===== config.mk =====
export PLATFORM = sky130hd
export DESIGN_NAME = temperature_false_color_mapper_core
export DESIGN_NICKNAME = d
export VERILOG_FILES = /design/src/tfcm_pkg.sv /design/src/tfcm_div.sv /design/src/temperature_false_color_mapper_core.sv
export SDC_FILE = /design/constraint.sdc
export NUM_CORES = 2
export LEC_CHECK = 0
export BUFFER_PORTS_ARGS = -buffer_cell sky130_fd_sc_hd__buf_2
export CAP_MARGIN = 10
export CORE_MARGIN = 2
export CORE_UTILIZATION = 55
export CTS_CLUSTER_DIAMETER = 150
export DETAILED_ROUTE_END_ITERATION = 16
export MAX_ROUTING_LAYER = met4
export PLACE_DENSITY = 0.72
export SLEW_MARGIN = 20
export SYNTH_ARGS = -nofsm -noshare
export SYNTH_HDL_FRONTEND = slang
export SYNTH_SLANG_ARGS = --single-unit

===== constraint.sdc =====
create_clock -name clock -period 24.6 [get_ports clock]
set_input_delay 4.92 -clock clock [delete_from_list [all_inputs] [get_ports clock]]
set_output_delay 4.92 -clock clock [all_outputs]
set_load 0.05 [all_outputs]

===== src/tfcm_pkg.sv =====
// Shared types, widths and constants of the temperature false-color mapper.
// Used by tfcm_div and temperature_false_color_mapper_core; depends on nothing.
`timescale 1ns / 1ps
`default_nettype none

package tfcm_pkg;

   // Fraction bits of the hue word
   localparam int HUE_FRACTION_BITS = 8;

   localparam int TEMP_W   = 16;
   localparam int HUE_W    = 9;
   localparam int LVL_W    = 9;
   localparam int RGB_W    = 8;
   localparam int FRAC_W   = 8;
   localparam int LVL_FULL = 1 << FRAC_W;

   localparam int CSR_ADDR_W = 5;
   localparam int CSR_DATA_W = 32;

   // Linear map and divider
   localparam int DT_W     = TEMP_W + 1;
   localparam int DH_W     = HUE_W + 1;
   localparam int PROD_W   = DT_W + DH_W - 1;
   localparam int MAG_W    = PROD_W - 1;
   localparam int NUM_W    = MAG_W + HUE_FRACTION_BITS;
   localparam int DEN_W    = TEMP_W;
   localparam int Q_W      = HUE_W + HUE_FRACTION_BITS + 1;
   localparam int REM_W    = DEN_W;
   localparam int DIV_BPS  = 3;
   localparam int DIV_STAGES = (Q_W + DIV_BPS - 1) / DIV_BPS;

   // Hue word and sextant split
   localparam int HUEV_W = HUE_W + HUE_FRACTION_BITS;
   localparam int HUES_W = Q_W + 2;
   localparam int WRAP   = 360 << HUE_FRACTION_BITS;
   localparam int SPAN   = 60 << HUE_FRACTION_BITS;
   localparam int SPAN_W = $clog2(SPAN);
   localparam int FX_W   = SPAN_W + FRAC_W;
   localparam int SF_W   = LVL_W + FRAC_W;
   localparam int MIX_W  = 2 * FRAC_W + 1;
   localparam int MV_W   = LVL_W + MIX_W;

   // Register reset values
   localparam logic [TEMP_W-1:0] TEMP_LOW_RST   = TEMP_W'(320);
   localparam logic [TEMP_W-1:0] TEMP_HIGH_RST  = TEMP_W'(3200);
   localparam logic [HUE_W-1:0]  HUE_LOW_RST    = HUE_W'(180);
   localparam logic [HUE_W-1:0]  HUE_HIGH_RST   = HUE_W'(360);
   localparam logic [LVL_W-1:0]  SATURATION_RST = LVL_W'(256);
   localparam logic [LVL_W-1:0]  BRIGHTNESS_RST = LVL_W'(256);

   typedef enum logic [2:0] {
      CSR_TEMP_LOW   = 3'd0,
      CSR_TEMP_HIGH  = 3'd1,
      CSR_HUE_LOW    = 3'd2,
      CSR_HUE_HIGH   = 3'd3,
      CSR_SATURATION = 3'd4,
      CSR_BRIGHTNESS = 3'd5
   } csr_reg_type;

   typedef enum logic [2:0] {
      SEXT_R_Y = 3'd0,
      SEXT_Y_G = 3'd1,
      SEXT_G_C = 3'd2,
      SEXT_C_B = 3'd3,
      SEXT_B_M = 3'd4,
      SEXT_M_R = 3'd5
   } sextant_type;

   // One slot of the restoring divider
   typedef struct packed {
      logic             neg;
      logic             ovf;
      logic [REM_W-1:0] rem;
      logic [Q_W-1:0]   low;
      logic [Q_W-1:0]   quo;
   } div_stage_type;

endpackage

`default_nettype wire


===== src/tfcm_div.sv =====
// Pipelined restoring divider, a few quotient bits per register stage.
// Depends on tfcm_pkg for widths and the div_stage_type slot.
`timescale 1ns / 1ps
`default_nettype none

module tfcm_div (
   input  wire                        clock,
   input  wire                        reset,
   input  wire                        in_valid,
   output logic                       in_ready,
   input  tfcm_pkg::div_stage_type    in_data,
   input  wire  [tfcm_pkg::DEN_W-1:0] den,
   output logic                       out_valid,
   input  wire                        out_ready,
   output tfcm_pkg::div_stage_type    out_data
);

   logic [tfcm_pkg::DIV_STAGES-1:0] valid_ff;
   logic [tfcm_pkg::DIV_STAGES:0]   ready;
   tfcm_pkg::div_stage_type         stage_ff [tfcm_pkg::DIV_STAGES];
   tfcm_pkg::div_stage_type         stage_in [tfcm_pkg::DIV_STAGES];

   // Shift in one numerator bit, subtract when it fits
   function automatic tfcm_pkg::div_stage_type div_step(
      input tfcm_pkg::div_stage_type cur,
      input logic [tfcm_pkg::DEN_W-1:0] d
   );
      logic [tfcm_pkg::REM_W:0] cand;
      tfcm_pkg::div_stage_type  nxt;
      nxt  = cur;
      cand = {cur.rem, cur.low[tfcm_pkg::Q_W-1]};
      nxt.low = {cur.low[tfcm_pkg::Q_W-2:0], 1'b0};
      if (cand >= {1'b0, d}) begin
         nxt.rem = tfcm_pkg::REM_W'(cand - {1'b0, d});
         nxt.quo = {cur.quo[tfcm_pkg::Q_W-2:0], 1'b1};
      end else begin
         nxt.rem = cand[tfcm_pkg::REM_W-1:0];
         nxt.quo = {cur.quo[tfcm_pkg::Q_W-2:0], 1'b0};
      end
      return nxt;
   endfunction

   assign ready[tfcm_pkg::DIV_STAGES] = out_ready;
   assign in_ready  = ready[0];
   assign out_valid = valid_ff[tfcm_pkg::DIV_STAGES-1];
   assign out_data  = stage_ff[tfcm_pkg::DIV_STAGES-1];

   for (genvar g = 0; g < tfcm_pkg::DIV_STAGES; g++) begin : g_stage
      tfcm_pkg::div_stage_type nxt;
      logic                    vin;

      if (g == 0) begin : g_first
         assign stage_in[g] = in_data;
         assign vin         = in_valid;
      end else begin : g_rest
         assign stage_in[g] = stage_ff[g-1];
         assign vin         = valid_ff[g-1];
      end

      assign ready[g] = !valid_ff[g] || ready[g+1];

      always_comb begin
         nxt = stage_in[g];
         for (int j = 0; j < tfcm_pkg::DIV_BPS; j++) begin
            if (g * tfcm_pkg::DIV_BPS + j < tfcm_pkg::Q_W) begin
               nxt = div_step(nxt, den);
            end
         end
      end

      always_ff @(posedge clock) begin
         if (reset) begin
            valid_ff[g] <= 1'b0;
         end else if (ready[g]) begin
            valid_ff[g] <= vin;
         end
      end

      always_ff @(posedge clock) begin
         if (ready[g]) begin
            stage_ff[g] <= nxt;
         end
      end
   end

endmodule

`default_nettype wire


===== src/temperature_false_color_mapper_core.sv =====
// Top level of the temperature false-color mapper: CSRs, map, HSV to RGB pipeline.
// Depends on tfcm_pkg and instantiates tfcm_div for the linear-map division.
//
//   channel  direction  handshake                     payload
//   req      in         req_valid / req_stall         req_temperature (s16)
//   rsp      out        rsp_valid / rsp_stall         rsp_red, rsp_green, rsp_blue (u8)
//   csr      in/out     psel, penable, pwrite, pready paddr, pwdata, prdata
//
// One sample per cycle sustained while rsp_stall is low; a transfer on req passes
// through three map stages, six divider stages and five color stages to rsp.
// Divider depth is set by the 18-bit quotient of the linear map, three bits per stage.
// Reset is synchronous and clears every valid bit and loads the CSR defaults.
// Each stage holds while the one after it is full and held; rsp_stall only freezes
// full stages, so bubbles close up and req keeps taking transfers until all fill.
`timescale 1ns / 1ps
`default_nettype none

module temperature_false_color_mapper_core (
   input  wire                             clock,
   input  wire                             reset,
   // sample input
   input  wire                             req_valid,
   output logic                            req_stall,
   input  wire  [tfcm_pkg::TEMP_W-1:0]     req_temperature,
   // color output
   output logic                            rsp_valid,
   input  wire                             rsp_stall,
   output logic [tfcm_pkg::RGB_W-1:0]      rsp_red,
   output logic [tfcm_pkg::RGB_W-1:0]      rsp_green,
   output logic [tfcm_pkg::RGB_W-1:0]      rsp_blue,
   // configuration
   input  wire                             psel,
   input  wire                             penable,
   input  wire                             pwrite,
   input  wire  [tfcm_pkg::CSR_ADDR_W-1:0] paddr,
   input  wire  [tfcm_pkg::CSR_DATA_W-1:0] pwdata,
   output logic [tfcm_pkg::CSR_DATA_W-1:0] prdata,
   output logic                            pready
);

   // ------------------------------------------------------------------
   // CSRs
   // ------------------------------------------------------------------
   logic [tfcm_pkg::TEMP_W-1:0] temp_low_ff;
   logic [tfcm_pkg::TEMP_W-1:0] temp_high_ff;
   logic [tfcm_pkg::HUE_W-1:0]  hue_low_ff;
   logic [tfcm_pkg::HUE_W-1:0]  hue_high_ff;
   logic [tfcm_pkg::LVL_W-1:0]  saturation_ff;
   logic [tfcm_pkg::LVL_W-1:0]  brightness_ff;
   logic [2:0]                  csr_index;

   assign pready    = 1'b1;
   assign csr_index = paddr[tfcm_pkg::CSR_ADDR_W-1:2];

   always_ff @(posedge clock) begin
      if (reset) begin
         temp_low_ff   <= tfcm_pkg::TEMP_LOW_RST;
         temp_high_ff  <= tfcm_pkg::TEMP_HIGH_RST;
         hue_low_ff    <= tfcm_pkg::HUE_LOW_RST;
         hue_high_ff   <= tfcm_pkg::HUE_HIGH_RST;
         saturation_ff <= tfcm_pkg::SATURATION_RST;
         brightness_ff <= tfcm_pkg::BRIGHTNESS_RST;
      end else if (psel && penable && pwrite) begin
         // indexes past the list drop the write
         unique case (csr_index)
            tfcm_pkg::CSR_TEMP_LOW:   temp_low_ff   <= pwdata[tfcm_pkg::TEMP_W-1:0];
            tfcm_pkg::CSR_TEMP_HIGH:  temp_high_ff  <= pwdata[tfcm_pkg::TEMP_W-1:0];
            tfcm_pkg::CSR_HUE_LOW:    hue_low_ff    <= pwdata[tfcm_pkg::HUE_W-1:0];
            tfcm_pkg::CSR_HUE_HIGH:   hue_high_ff   <= pwdata[tfcm_pkg::HUE_W-1:0];
            tfcm_pkg::CSR_SATURATION: saturation_ff <= pwdata[tfcm_pkg::LVL_W-1:0];
            tfcm_pkg::CSR_BRIGHTNESS: brightness_ff <= pwdata[tfcm_pkg::LVL_W-1:0];
            default: ;
         endcase
      end
   end

   always_comb begin
      unique case (csr_index)
         tfcm_pkg::CSR_TEMP_LOW:   prdata = tfcm_pkg::CSR_DATA_W'(temp_low_ff);
         tfcm_pkg::CSR_TEMP_HIGH:  prdata = tfcm_pkg::CSR_DATA_W'(temp_high_ff);
         tfcm_pkg::CSR_HUE_LOW:    prdata = tfcm_pkg::CSR_DATA_W'(hue_low_ff);
         tfcm_pkg::CSR_HUE_HIGH:   prdata = tfcm_pkg::CSR_DATA_W'(hue_high_ff);
         tfcm_pkg::CSR_SATURATION: prdata = tfcm_pkg::CSR_DATA_W'(saturation_ff);
         tfcm_pkg::CSR_BRIGHTNESS: prdata = tfcm_pkg::CSR_DATA_W'(brightness_ff);
         default:                  prdata = '0;
      endcase
   end

   // ------------------------------------------------------------------
   // Values derived from the CSRs. Configuration only changes while the pipeline
   // is empty: the user must keep to this, the block does not enforce it. So these feed the stages straight.
   // ------------------------------------------------------------------
   logic signed [tfcm_pkg::DT_W-1:0] den_s;
   logic                             den_neg;
   logic [tfcm_pkg::DT_W-1:0]        den_abs;
   logic [tfcm_pkg::DEN_W-1:0]       den_mag;
   logic                             bounds_equal;
   logic signed [tfcm_pkg::DH_W-1:0] hue_diff;
   logic [tfcm_pkg::HUE_W-1:0]       hue_lo;
   logic [tfcm_pkg::HUE_W-1:0]       hue_hi;
   logic [tfcm_pkg::LVL_W-1:0]       sat_eff;
   logic [tfcm_pkg::LVL_W-1:0]       val_eff;

   assign den_s   = $signed({temp_high_ff[tfcm_pkg::TEMP_W-1], temp_high_ff})
                  - $signed({temp_low_ff[tfcm_pkg::TEMP_W-1], temp_low_ff});
   assign den_neg = den_s[tfcm_pkg::DT_W-1];
   assign den_abs = den_neg ? tfcm_pkg::DT_W'(-den_s) : tfcm_pkg::DT_W'(den_s);
   assign den_mag = den_abs[tfcm_pkg::DEN_W-1:0];
   assign bounds_equal = (temp_low_ff == temp_high_ff);

   assign hue_diff = $signed({1'b0, hue_high_ff}) - $signed({1'b0, hue_low_ff});
   assign hue_lo   = (hue_low_ff < hue_high_ff) ? hue_low_ff : hue_high_ff;
   assign hue_hi   = (hue_low_ff < hue_high_ff) ? hue_high_ff : hue_low_ff;

   // saturate both levels to full scale
   assign sat_eff = (saturation_ff > tfcm_pkg::LVL_W'(tfcm_pkg::LVL_FULL))
                  ? tfcm_pkg::LVL_W'(tfcm_pkg::LVL_FULL) : saturation_ff;
   assign val_eff = (brightness_ff > tfcm_pkg::LVL_W'(tfcm_pkg::LVL_FULL))
                  ? tfcm_pkg::LVL_W'(tfcm_pkg::LVL_FULL) : brightness_ff;

   // ------------------------------------------------------------------
   // Pipeline handshake: each stage advances when empty or when the next
   // one advances.
   // ------------------------------------------------------------------
   logic s0_valid_ff, s1_valid_ff, s2_valid_ff, s3_valid_ff;
   logic s4_valid_ff, s5_valid_ff, s6_valid_ff, s7_valid_ff;
   logic s0_ready, s1_ready, s2_ready, s3_ready;
   logic s4_ready, s5_ready, s6_ready, s7_ready;
   logic div_in_ready;
   logic div_out_valid;

   assign s7_ready = !s7_valid_ff || !rsp_stall;
   assign s6_ready = !s6_valid_ff || s7_ready;
   assign s5_ready = !s5_valid_ff || s6_ready;
   assign s4_ready = !s4_valid_ff || s5_ready;
   assign s3_ready = !s3_valid_ff || s4_ready;
   assign s2_ready = !s2_valid_ff || div_in_ready;
   assign s1_ready = !s1_valid_ff || s2_ready;
   assign s0_ready = !s0_valid_ff || s1_ready;

   assign req_stall = !s0_ready;
   assign rsp_valid = s7_valid_ff;

   always_ff @(posedge clock) begin
      if (reset) begin
         s0_valid_ff <= 1'b0;
         s1_valid_ff <= 1'b0;
         s2_valid_ff <= 1'b0;
         s3_valid_ff <= 1'b0;
         s4_valid_ff <= 1'b0;
         s5_valid_ff <= 1'b0;
         s6_valid_ff <= 1'b0;
         s7_valid_ff <= 1'b0;
      end else begin
         if (s0_ready) s0_valid_ff <= req_valid;
         if (s1_ready) s1_valid_ff <= s0_valid_ff;
         if (s2_ready) s2_valid_ff <= s1_valid_ff;
         if (s3_ready) s3_valid_ff <= div_out_valid;
         if (s4_ready) s4_valid_ff <= s3_valid_ff;
         if (s5_ready) s5_valid_ff <= s4_valid_ff;
         if (s6_ready) s6_valid_ff <= s5_valid_ff;
         if (s7_ready) s7_valid_ff <= s6_valid_ff;
      end
   end

   // ------------------------------------------------------------------
   // S0: capture the sample
   // ------------------------------------------------------------------
   logic [tfcm_pkg::TEMP_W-1:0] s0_temp_ff;

   always_ff @(posedge clock) begin
      if (s0_ready) s0_temp_ff <= req_temperature;
   end

   // ------------------------------------------------------------------
   // S1: (t - temp_low) * (hue_high - hue_low)
   // ------------------------------------------------------------------
   logic signed [tfcm_pkg::DT_W-1:0]   s1_dt;
   logic signed [tfcm_pkg::PROD_W-1:0] s1_dt_ext;
   logic signed [tfcm_pkg::PROD_W-1:0] s1_dh_ext;
   logic signed [tfcm_pkg::PROD_W-1:0] s1_prod_in;
   logic signed [tfcm_pkg::PROD_W-1:0] s1_prod_ff;

   assign s1_dt = $signed({s0_temp_ff[tfcm_pkg::TEMP_W-1], s0_temp_ff})
                - $signed({temp_low_ff[tfcm_pkg::TEMP_W-1], temp_low_ff});
   assign s1_dt_ext = $signed({{(tfcm_pkg::PROD_W - tfcm_pkg::DT_W){s1_dt[tfcm_pkg::DT_W-1]}},
                               s1_dt});
   assign s1_dh_ext = $signed({{(tfcm_pkg::PROD_W - tfcm_pkg::DH_W){hue_diff[tfcm_pkg::DH_W-1]}},
                               hue_diff});
   assign s1_prod_in = s1_dt_ext * s1_dh_ext;

   always_ff @(posedge clock) begin
      if (s1_ready) s1_prod_ff <= s1_prod_in;
   end

   // ------------------------------------------------------------------
   // S2: sign and magnitude of the scaled numerator, quotient overflow
   // ------------------------------------------------------------------
   logic                             s2_prod_neg;
   logic [tfcm_pkg::PROD_W-1:0]      s2_prod_abs;
   logic [tfcm_pkg::NUM_W-1:0]       s2_num;
   tfcm_pkg::div_stage_type          s2_div_in;
   tfcm_pkg::div_stage_type          s2_div_ff;
   tfcm_pkg::div_stage_type          div_out;

   assign s2_prod_neg = s1_prod_ff[tfcm_pkg::PROD_W-1];
   assign s2_prod_abs = s2_prod_neg ? tfcm_pkg::PROD_W'(-s1_prod_ff)
                                    : tfcm_pkg::PROD_W'(s1_prod_ff);
   assign s2_num = {s2_prod_abs[tfcm_pkg::MAG_W-1:0], {tfcm_pkg::HUE_FRACTION_BITS{1'b0}}};

   always_comb begin
      s2_div_in.neg = s2_prod_neg ^ den_neg;
      s2_div_in.rem = tfcm_pkg::REM_W'(s2_num[tfcm_pkg::NUM_W-1:tfcm_pkg::Q_W]);
      s2_div_in.low = s2_num[tfcm_pkg::Q_W-1:0];
      s2_div_in.quo = '0;
      // quotient too large for the hue range: saturate, the clamp settles it
      s2_div_in.ovf = (s2_div_in.rem >= den_mag);
   end

   always_ff @(posedge clock) begin
      if (s2_ready) s2_div_ff <= s2_div_in;
   end

   tfcm_div u_div (
      .clock     (clock),
      .reset     (reset),
      .in_valid  (s2_valid_ff),
      .in_ready  (div_in_ready),
      .in_data   (s2_div_ff),
      .den       (den_mag),
      .out_valid (div_out_valid),
      .out_ready (s3_ready),
      .out_data  (div_out)
   );

   // ------------------------------------------------------------------
   // S3: signed quotient plus hue_low, clamp, equal bounds, wrap at 360
   // ------------------------------------------------------------------
   logic [tfcm_pkg::Q_W-1:0]           s3_qmag;
   logic signed [tfcm_pkg::HUES_W-1:0] s3_qs;
   logic signed [tfcm_pkg::HUES_W-1:0] s3_base;
   logic signed [tfcm_pkg::HUES_W-1:0] s3_sum;
   logic signed [tfcm_pkg::HUES_W-1:0] s3_lo;
   logic signed [tfcm_pkg::HUES_W-1:0] s3_hi;
   logic [tfcm_pkg::HUEV_W-1:0]        s3_hue;
   logic [tfcm_pkg::HUEV_W-1:0]        s3_hue_in;
   logic [tfcm_pkg::HUEV_W-1:0]        s3_hue_ff;

   assign s3_qmag = div_out.ovf ? {tfcm_pkg::Q_W{1'b1}} : div_out.quo;
   assign s3_qs   = div_out.neg ? -$signed({2'b00, s3_qmag}) : $signed({2'b00, s3_qmag});
   assign s3_base = $signed(tfcm_pkg::HUES_W'({hue_low_ff,
                                               {tfcm_pkg::HUE_FRACTION_BITS{1'b0}}}));
   assign s3_lo   = $signed(tfcm_pkg::HUES_W'({hue_lo, {tfcm_pkg::HUE_FRACTION_BITS{1'b0}}}));
   assign s3_hi   = $signed(tfcm_pkg::HUES_W'({hue_hi, {tfcm_pkg::HUE_FRACTION_BITS{1'b0}}}));
   assign s3_sum  = s3_qs + s3_base;

   always_comb begin
      if (bounds_equal) begin
         s3_hue = {hue_high_ff, {tfcm_pkg::HUE_FRACTION_BITS{1'b0}}};
      end else if (s3_sum < s3_lo) begin
         s3_hue = s3_lo[tfcm_pkg::HUEV_W-1:0];
      end else if (s3_sum > s3_hi) begin
         s3_hue = s3_hi[tfcm_pkg::HUEV_W-1:0];
      end else begin
         s3_hue = s3_sum[tfcm_pkg::HUEV_W-1:0];
      end
      // one subtract covers hue registers up to 511
      if (s3_hue >= tfcm_pkg::HUEV_W'(tfcm_pkg::WRAP)) begin
         s3_hue_in = s3_hue - tfcm_pkg::HUEV_W'(tfcm_pkg::WRAP);
      end else begin
         s3_hue_in = s3_hue;
      end
   end

   always_ff @(posedge clock) begin
      if (s3_ready) s3_hue_ff <= s3_hue_in;
   end

   // ------------------------------------------------------------------
   // S4: sextant and remainder within it
   // ------------------------------------------------------------------
   tfcm_pkg::sextant_type        s4_sext_in;
   logic [tfcm_pkg::HUEV_W-1:0]  s4_base;
   logic [tfcm_pkg::HUEV_W-1:0]  s4_diff;
   tfcm_pkg::sextant_type        s4_sext_ff;
   logic [tfcm_pkg::SPAN_W-1:0]  s4_rem_ff;

   always_comb begin
      s4_sext_in = tfcm_pkg::SEXT_R_Y;
      s4_base    = '0;
      for (int k = 1; k < 6; k++) begin
         if (s3_hue_ff >= tfcm_pkg::HUEV_W'(tfcm_pkg::SPAN * k)) begin
            s4_sext_in = tfcm_pkg::sextant_type'(3'(k));
            s4_base    = tfcm_pkg::HUEV_W'(tfcm_pkg::SPAN * k);
         end
      end
      s4_diff = s3_hue_ff - s4_base;
   end

   always_ff @(posedge clock) begin
      if (s4_ready) begin
         s4_sext_ff <= s4_sext_in;
         s4_rem_ff  <= s4_diff[tfcm_pkg::SPAN_W-1:0];
      end
   end

   // ------------------------------------------------------------------
   // S5: f = rem * 256 / span, restoring against span shifted
   // ------------------------------------------------------------------
   logic [tfcm_pkg::FX_W-1:0]   s5_acc;
   logic [tfcm_pkg::FX_W-1:0]   s5_thr;
   logic [tfcm_pkg::FRAC_W-1:0] s5_f_in;
   logic [tfcm_pkg::FRAC_W-1:0] s5_f_ff;
   tfcm_pkg::sextant_type       s5_sext_ff;

   always_comb begin
      s5_acc  = {s4_rem_ff, {tfcm_pkg::FRAC_W{1'b0}}};
      s5_f_in = '0;
      s5_thr  = '0;
      for (int i = tfcm_pkg::FRAC_W - 1; i >= 0; i--) begin
         s5_thr = tfcm_pkg::FX_W'(tfcm_pkg::SPAN) << i;
         if (s5_acc >= s5_thr) begin
            s5_acc     = s5_acc - s5_thr;
            s5_f_in[i] = 1'b1;
         end
      end
   end

   always_ff @(posedge clock) begin
      if (s5_ready) begin
         s5_f_ff    <= s5_f_in;
         s5_sext_ff <= s4_sext_ff;
      end
   end

   // ------------------------------------------------------------------
   // S6: s*f, s*(1-f) and the minimum level m
   // ------------------------------------------------------------------
   logic [tfcm_pkg::LVL_W-1:0]  s6_one_minus_f;
   logic [tfcm_pkg::LVL_W-1:0]  s6_one_minus_s;
   logic [tfcm_pkg::MIX_W-1:0]  s6_m_prod;
   logic [tfcm_pkg::MIX_W-1:0]  s6_sf_ff;
   logic [tfcm_pkg::MIX_W-1:0]  s6_sfc_ff;
   logic [tfcm_pkg::LVL_W-1:0]  s6_m_ff;
   tfcm_pkg::sextant_type       s6_sext_ff;

   assign s6_one_minus_f = tfcm_pkg::LVL_W'(tfcm_pkg::LVL_FULL) - tfcm_pkg::LVL_W'(s5_f_ff);
   assign s6_one_minus_s = tfcm_pkg::LVL_W'(tfcm_pkg::LVL_FULL) - sat_eff;
   assign s6_m_prod = tfcm_pkg::MIX_W'(val_eff) * tfcm_pkg::MIX_W'(s6_one_minus_s);

   always_ff @(posedge clock) begin
      if (s6_ready) begin
         s6_sf_ff   <= tfcm_pkg::MIX_W'(sat_eff) * tfcm_pkg::MIX_W'(s5_f_ff);
         s6_sfc_ff  <= tfcm_pkg::MIX_W'(sat_eff) * tfcm_pkg::MIX_W'(s6_one_minus_f);
         s6_m_ff    <= s6_m_prod[tfcm_pkg::FRAC_W +: tfcm_pkg::LVL_W];
         s6_sext_ff <= s5_sext_ff;
      end
   end

   // ------------------------------------------------------------------
   // S7: falling and rising levels, sextant select, scale to bytes
   // ------------------------------------------------------------------
   localparam int ONE_SQ = 1 << (2 * tfcm_pkg::FRAC_W);

   logic [tfcm_pkg::MV_W-1:0]  s7_n_prod;
   logic [tfcm_pkg::MV_W-1:0]  s7_k_prod;
   logic [tfcm_pkg::LVL_W-1:0] s7_n;
   logic [tfcm_pkg::LVL_W-1:0] s7_k;
   logic [tfcm_pkg::LVL_W-1:0] s7_r;
   logic [tfcm_pkg::LVL_W-1:0] s7_g;
   logic [tfcm_pkg::LVL_W-1:0] s7_b;

   function automatic logic [tfcm_pkg::RGB_W-1:0] to_byte(
      input logic [tfcm_pkg::LVL_W-1:0] c
   );
      logic [tfcm_pkg::MIX_W-1:0] w;
      // c * 255 / 256, truncated
      w = {c, {tfcm_pkg::FRAC_W{1'b0}}} - tfcm_pkg::MIX_W'(c);
      return w[tfcm_pkg::FRAC_W +: tfcm_pkg::RGB_W];
   endfunction

   assign s7_n_prod = tfcm_pkg::MV_W'(val_eff)
                    * tfcm_pkg::MV_W'(tfcm_pkg::MIX_W'(ONE_SQ) - s6_sf_ff);
   assign s7_k_prod = tfcm_pkg::MV_W'(val_eff)
                    * tfcm_pkg::MV_W'(tfcm_pkg::MIX_W'(ONE_SQ) - s6_sfc_ff);
   assign s7_n = s7_n_prod[2 * tfcm_pkg::FRAC_W +: tfcm_pkg::LVL_W];
   assign s7_k = s7_k_prod[2 * tfcm_pkg::FRAC_W +: tfcm_pkg::LVL_W];

   always_comb begin
      case (s6_sext_ff)
         tfcm_pkg::SEXT_R_Y: begin s7_r = val_eff; s7_g = s7_k;    s7_b = s6_m_ff; end
         tfcm_pkg::SEXT_Y_G: begin s7_r = s7_n;    s7_g = val_eff; s7_b = s6_m_ff; end
         tfcm_pkg::SEXT_G_C: begin s7_r = s6_m_ff; s7_g = val_eff; s7_b = s7_k;    end
         tfcm_pkg::SEXT_C_B: begin s7_r = s6_m_ff; s7_g = s7_n;    s7_b = val_eff; end
         tfcm_pkg::SEXT_B_M: begin s7_r = s7_k;    s7_g = s6_m_ff; s7_b = val_eff; end
         default:            begin s7_r = val_eff; s7_g = s6_m_ff; s7_b = s7_n;    end
      endcase
      // no saturation: grey at the brightness level
      if (sat_eff == '0) begin
         s7_r = val_eff;
         s7_g = val_eff;
         s7_b = val_eff;
      end
   end

   always_ff @(posedge clock) begin
      if (s7_ready) begin
         rsp_red   <= to_byte(s7_r);
         rsp_green <= to_byte(s7_g);
         rsp_blue  <= to_byte(s7_b);
      end
   end

`ifndef SYNTH
   // the hue word after the wrap always lies below 360 degrees
   a_hue_range: assert property (@(posedge clock) disable iff (reset)
      s3_valid_ff |-> (s3_hue_ff < tfcm_pkg::HUEV_W'(tfcm_pkg::WRAP)))
      else $error("hue word not wrapped below 360");

   // input can only back up when every stage is full and the output is held
   a_stall_source: assert property (@(posedge clock) disable iff (reset)
      req_stall |-> (rsp_valid && rsp_stall))
      else $error("input stalled while pipeline can advance");

   // a free output lets the whole pipeline advance
   a_free_flow: assert property (@(posedge clock) disable iff (reset)
      !rsp_stall |-> !req_stall)
      else $error("input stalled with output free");

   // reset empties the output stage
   a_reset_empty: assert property (@(posedge clock)
      reset |=> !rsp_valid)
      else $error("result valid right after reset");
`endif

endmodule

`default_nettype wire


# After elaboration in Yosys (flattened, before gate mapping)
# Memories as Yosys holds them, arrays and structs flattened.
# Index checks and enable logic that the tools add are counted.
# op_classes
add_sub_neg,41
n_mul,6
n_div,0
magnitude_cmp,38
eq_ne,10
shifts,0
mux,91
n_bitwise,1
reduce_logical,46
# op_table
operator,n
16-bit 2-to-1 mux,19
17-bit by 16-bit greater-or-equal comparator with 1-bit output,17
16-bit subtractor,18
22-bit 2-to-1 mux,7
16-bit case mux with 6 select lines,1
9-bit case mux with 3 select lines,3
14-bit 2-to-1 mux,5
17-bit 2-to-1 mux,4
9-bit 2-to-1 mux,7
10-bit by 18-bit multiplier with 25-bit output,2
16-bit by 9-bit subtractor with 16-bit output,3
1-bit 2-to-1 mux,40
"17-bit by 17-bit subtractor with 18-bit output, first input constant",2
"17-bit by 16-bit greater-or-equal comparator with 1-bit output, second input constant",2
"17-bit greater-or-equal comparator, second input constant",2
9-bit by 9-bit multiplier with 17-bit output,2
16-bit by 16-bit subtractor with 17-bit output,2
17-bit by 10-bit multiplier with 26-bit output,1
25-bit 2-to-1 mux,1
25-bit negation,1
"22-bit by 14-bit greater-or-equal comparator with 1-bit output, second input constant",1
"22-bit by 15-bit greater-or-equal comparator with 1-bit output, second input constant",1
"22-bit by 16-bit greater-or-equal comparator with 1-bit output, second input constant",1
"22-bit by 17-bit greater-or-equal comparator with 1-bit output, second input constant",1
43 further kinds,90
# totals
regBits,266
latch_bits,0
ramBits,306
rom_bits,0
output_inout_bits,59
memories,1
# memory_table
memory,words,word_bits,read_ports,rd_clocked_by_memory_dff,write_ports,line_no,source
u_div.stage_ff,6,51,6,0,6,tfcm_div.sv:20,tfcm_pkg::div_stage_type stage_ff [tfcm_pkg::DIV_STAGES];

# Logic depth before layout (Yosys ltp)
# logic_depth
ltp_word,16
mapped_depth,71

# Cells and area by module
# From an unflattened synthesis, not the netlist that was laid out.
# unflattened
hier_cells,7097
area_unflattened_um2,63917.6
# modules_own_cells
module,instances,cells_per_inst,area_per_inst_um2,seq_area_each_um2
temperature_false_color_mapper_core,1,4667,40949.3,7016.7
tfcm_div,1,2430,22968.3,6606.3

# Worst setup path after synthesis
# OpenSTA, ideal clock, no wires.
# synth_timing
path_kind,register to register
from,register temp_low_ff[2] (netlist name)
to,memory u_div.stage_ff[0][41] (netlist name) (data pin)
setup_ns,0.260
arrival_time_ns,14.425
required_time_ns,24.340
slack_ns,9.915
stages_incl_launch_ff,69
synth_period_minus_slack_ns,14.685
path_cell_list,dfxtp_1 -> inv_1 -> ha_1 -> nor2b_1 -> o21ai_0 -> a21oi_1 -> o31a_1 -> o21a_1 -> o21a_1 -> o41ai_1 -> a21oi_1 -> a21oi_1 -> clkbuf_1 -> nand2_1 -> xor2_1 -> ha_1 -> o21ai_0 -> a21boi_0 -> (+33 left out) -> nor2b_1 -> o21ai_0 -> a21boi_0 -> o21ai_0 -> a21boi_0 -> o21ai_0 -> a21boi_0 -> o21ai_0 -> a21boi_0 -> o21ai_0 -> a21boi_0 -> o21ai_0 -> a21oi_1 -> nor4_1 -> nand3b_1 -> mux2i_1 -> clkbuf_1 -> mux2_2
# synth_lines
item,line_no,source
start: declaration,temperature_false_color_mapper_core.sv:44,logic [tfcm_pkg::TEMP_W-1:0] temp_low_ff;
start signal: assignment,temperature_false_color_mapper_core.sv:57,temp_low_ff <= tfcm_pkg::TEMP_LOW_RST;
start signal: assignment,temperature_false_color_mapper_core.sv:66,tfcm_pkg::CSR_TEMP_LOW: temp_low_ff <= pwdata[tfcm_pkg::TEMP_W-1:0];
end: declaration,tfcm_div.sv:20,

==> results.py <==
metrics = {
    "status": {
        "status": "finished, final reports clean",
    },
    "timing": {
        "max_slew_margin": 0.217,
        "tightestPinTransition_ns": 1.17,
        "min_period_ns": 17.65,
        "fin_crit_sh": 0.717,
        "max_freq_mhz": 56.7,
        "finalHoldViolCount": 0,
        "finalMaxSlewViolations": 0,
        "fin_skew_ns": 0.0469,
        "fin_setup_tns_ns": 0,
        "rsz0062_at_grt": "no",
        "setup_violations": 0,
    },
    "critical_path": {
        "slowest_delay_ns": 0.87,
        "endpoint_kind": "flip-flop",
        "startpoint_type": "flip-flop",
        "rrSetupSlack_ns": 6.95,
        "worst_ep_required_time_ns": 25.00,
        "worstPathArrival_ns": 18.05,
        "critPathSlowestCell": "a21oi_1",
        "worstReg2RegStart": "temp_low_ff[0]$_SDFFE_PP0P_",
        "r2r_end": "u_div.stage_ff[1][38]$_DFFE_PP_",
        "path_max_fanout": 26,
        "rr_worst_depth": 66,
        "critPathKind": "flip-flop to flip-flop",
        "crit_top_cell": "o21ai_0",
    },
    "synthesis": {
        "syn_avg_cell_area_um2": 8.83,
        "mappedNetlistArea_um2": 59700,
        "synth_enable_flop_cells": 350,
        "yosys_warnings": 0,
        "syn_inst": 6757,
        "yosys_register_bits": 432,
        "yosysSeqAreaShare": 0.204,
        "synth_flop_cell": "edfxtp_1",
        "synth-async-reset-ratio": 0,
        "post_synth_num_cell_types": 111,
    },
    "place": {
        "gp_congestion": 0.935,
        "dp_hpwl_um": 128000,
        "port_buffers": 83,
        "dp_cells": 8135,
    },
    "run": {
        "drv_cap": 0,
    },
    "route": {
        "firstDrtPassIters": 6,
        "wl_per_cell_um": 19.7,
        "antenna_left": 0,
        "drtIter0Drc": 3893,
        "vias": 48535,
        "drc": 0,
        "via_per_inst": 5.88,
        "routed_wl_um": 163000,
    },
    "min_path": {
        "hp-start": "u_div.stage_ff[1][4]$_DFFE_PP_",
        "hold_class": "flip-flop to flip-flop",
        "worstHoldEndpoint": "u_div.stage_ff[2][7]$_DFFE_PP_",
        "hold_depth": 0,
    },
    "cts": {
        "numClockSinks": 432,
        "clkLatencyLatePin_ns": 0.67,
        "clockBufferDepth": 3,
        "htree_levels": 2,
        "cts_root_buffer": "clkbuf_16",
        "cts_buffers": 55,
        "post_cts_resized": 0,
        "cts_tree": "done",
        "cts_setup_buffers": 0,
        "hold_buffers": 0,
        "clk_pin_slew_ns": 0.06,
    },
    "global_routing": {
        "grt_overflow": 0,
        "grt_max_degree": 82,
        "grt_usage": 0.303,
        "grt_pass1_vias": 48592,
        "grt_pass1_wl_um": 261000,
        "antenna_found_initial": 13,
    },
    "floorplan": {
        "num_rows": 120,
        "fp.dieW_um": 333,
        "initial_core_util": 0.556,
        "fp.dieArea_um2": 111000,
        "core_um2": 107000,
        "dieHeight_um": 333,
        "ios": 119,
    },
    "cells_and_area": {
        "layout-drive-gt1-share": 0.0748,
        "n_fill_cell": 9382,
        "stdcell_count": 8248,
        "area_delta_synth_final_pct": 6.88,
        "finalNetCount": 8053,
    },
}
==> cell usage in the layout (no fill, tap or decap), types with 83 or more instances in the layout <==
cell type	instances
fa_1	546
buf_4	86
mux2_2	161
xnor2_1	324
a21o_1	113
ha_1	657
and2_1	116
xor2_1	107
inv_1	875
buf_2	83
nand2_1	731
nor2_1	651
a21oi_1	372
edfxtp_1	350
o21ai_0	292
==> worst max-delay path, delay by kind of cell (launching register included) <==
kind / cells / cell delay, ns
buf+inv: 4 / 0.82
fa+ha+maj: 5 / 1.43
compound gates: 50 / 13.08
xor+xnor: 1 / 0.47
mux: 1 / 0.43
simple gates: 5 / 0.62
flops: 1 / 0.53
==> per-layer routing <==
| layer | global-route usage | wire length, µm | vias to the layer above |
|---|---|---|---|
| met5 | - | 0 | - |
| met2 | 0.497 | 77200 | 1631 |
| met4 | 0.140 | 8310 | 0 |
| met1 | 0.376 | 66800 | 23617 |
| li1 | - | - | 22913 |
| met3 | 0.0356 | 10400 | 374 |
==> synthesized netlist by cell type, drive strengths merged, types with 120 or more instances <==
library cell	instances	area, µm²
mux2	162	1830
ha	657	8220
nor2	653	2460
edfxtp	350	10500
o21ai	301	1510
nand2	732	2750
xor2	120	1060
xnor2	326	2860
inv	878	3300
fa	546	10900
a21oi	373	1870
clkbuf	159	597
==> worst max-delay path by stage <==
| stage | from | endpoint | slack [ns] | cells past startpoint |
|---|---|---|---|---|
| 2_1_floorplan | temp_low_ff[2]$_SDFFE_PP0P_ | u_div.stage_ff[0][41]$_DFFE_PP_ | 9.92 | 68 |
| 3_3_place_gp | temp_low_ff[2]$_SDFFE_PP0P_ | u_div.stage_ff[1][38]$_DFFE_PP_ | 7.74 | 66 |
| 3_5_place_dp | temp_low_ff[2]$_SDFFE_PP0P_ | u_div.stage_ff[1][38]$_DFFE_PP_ | 7.49 | 66 |
| 4_1_cts | temp_low_ff[2]$_SDFFE_PP0P_ | u_div.stage_ff[1][38]$_DFFE_PP_ | 7.31 | 66 |
| 5_1_grt | temp_low_ff[2]$_SDFFE_PP0P_ | u_div.stage_ff[1][38]$_DFFE_PP_ | 5.35 | 66 |
| 6_report | temp_low_ff[0]$_SDFFE_PP0P_ | u_div.stage_ff[1][38]$_DFFE_PP_ | 6.95 | 66 |
==> registers in the layout, summed over array words and instances (netlist names), 16 cells and up <==
| signal | flops |
|---|---|
| temp_high_ff | 16 |
| s2_div_ff | 27 |
| temp_low_ff | 16 |
| s3_hue_ff | 17 |
| s0_temp_ff | 16 |
| u_div.stage_ff | 167 |
| s6_sfc_ff | 16 |
| s6_sf_ff | 17 |
| s1_prod_ff | 26 |
==> area by class of cell <==
type	count	area [µm²]	share of cell area
clock inverters	32	380	0.00596
clock buffers	71	1490	0.0233
repair buffers	170	1080	0.0169
inverters	882	3310	0.0519
multi-input cells	5249	43600	0.683
flip-flops and latches	432	12200	0.191
diodes	9	22.5	0.000353
well taps	1403	1760	0.0275
==> stage by stage <==
step           setup slack [ns]  utilization  hold WS (ns)  cell area [µm²]
5_1_grt                    5.35        0.594         0.419            63800
2_1_floorplan              9.92            -         0.400            59700
3_3_place_gp               7.74        0.576         0.402            61900
4_1_cts                    7.31        0.594         0.417            63700
6_report                   6.95        0.594         0.414            63800
3_5_place_dp               7.49        0.576         0.405            61900
==> kinds of logic after synthesis <==
kind of cell               after synthesis  share of synthesized area
xor gates and xnor gates               446                     0.0656
AOI/OAI and AO/OA                     1273                      0.137
buffers and inverters                 1091                     0.0701
other                                    2                   0.000126
and+or+nand+nor                       2068                      0.159
muxes                                  242                     0.0443
adders and majority gates             1203                      0.321
DFF                                    432                      0.204
Power is not shown: default switching activity piles up to over one toggle a cycle in this logic, so the estimate is an artifact.
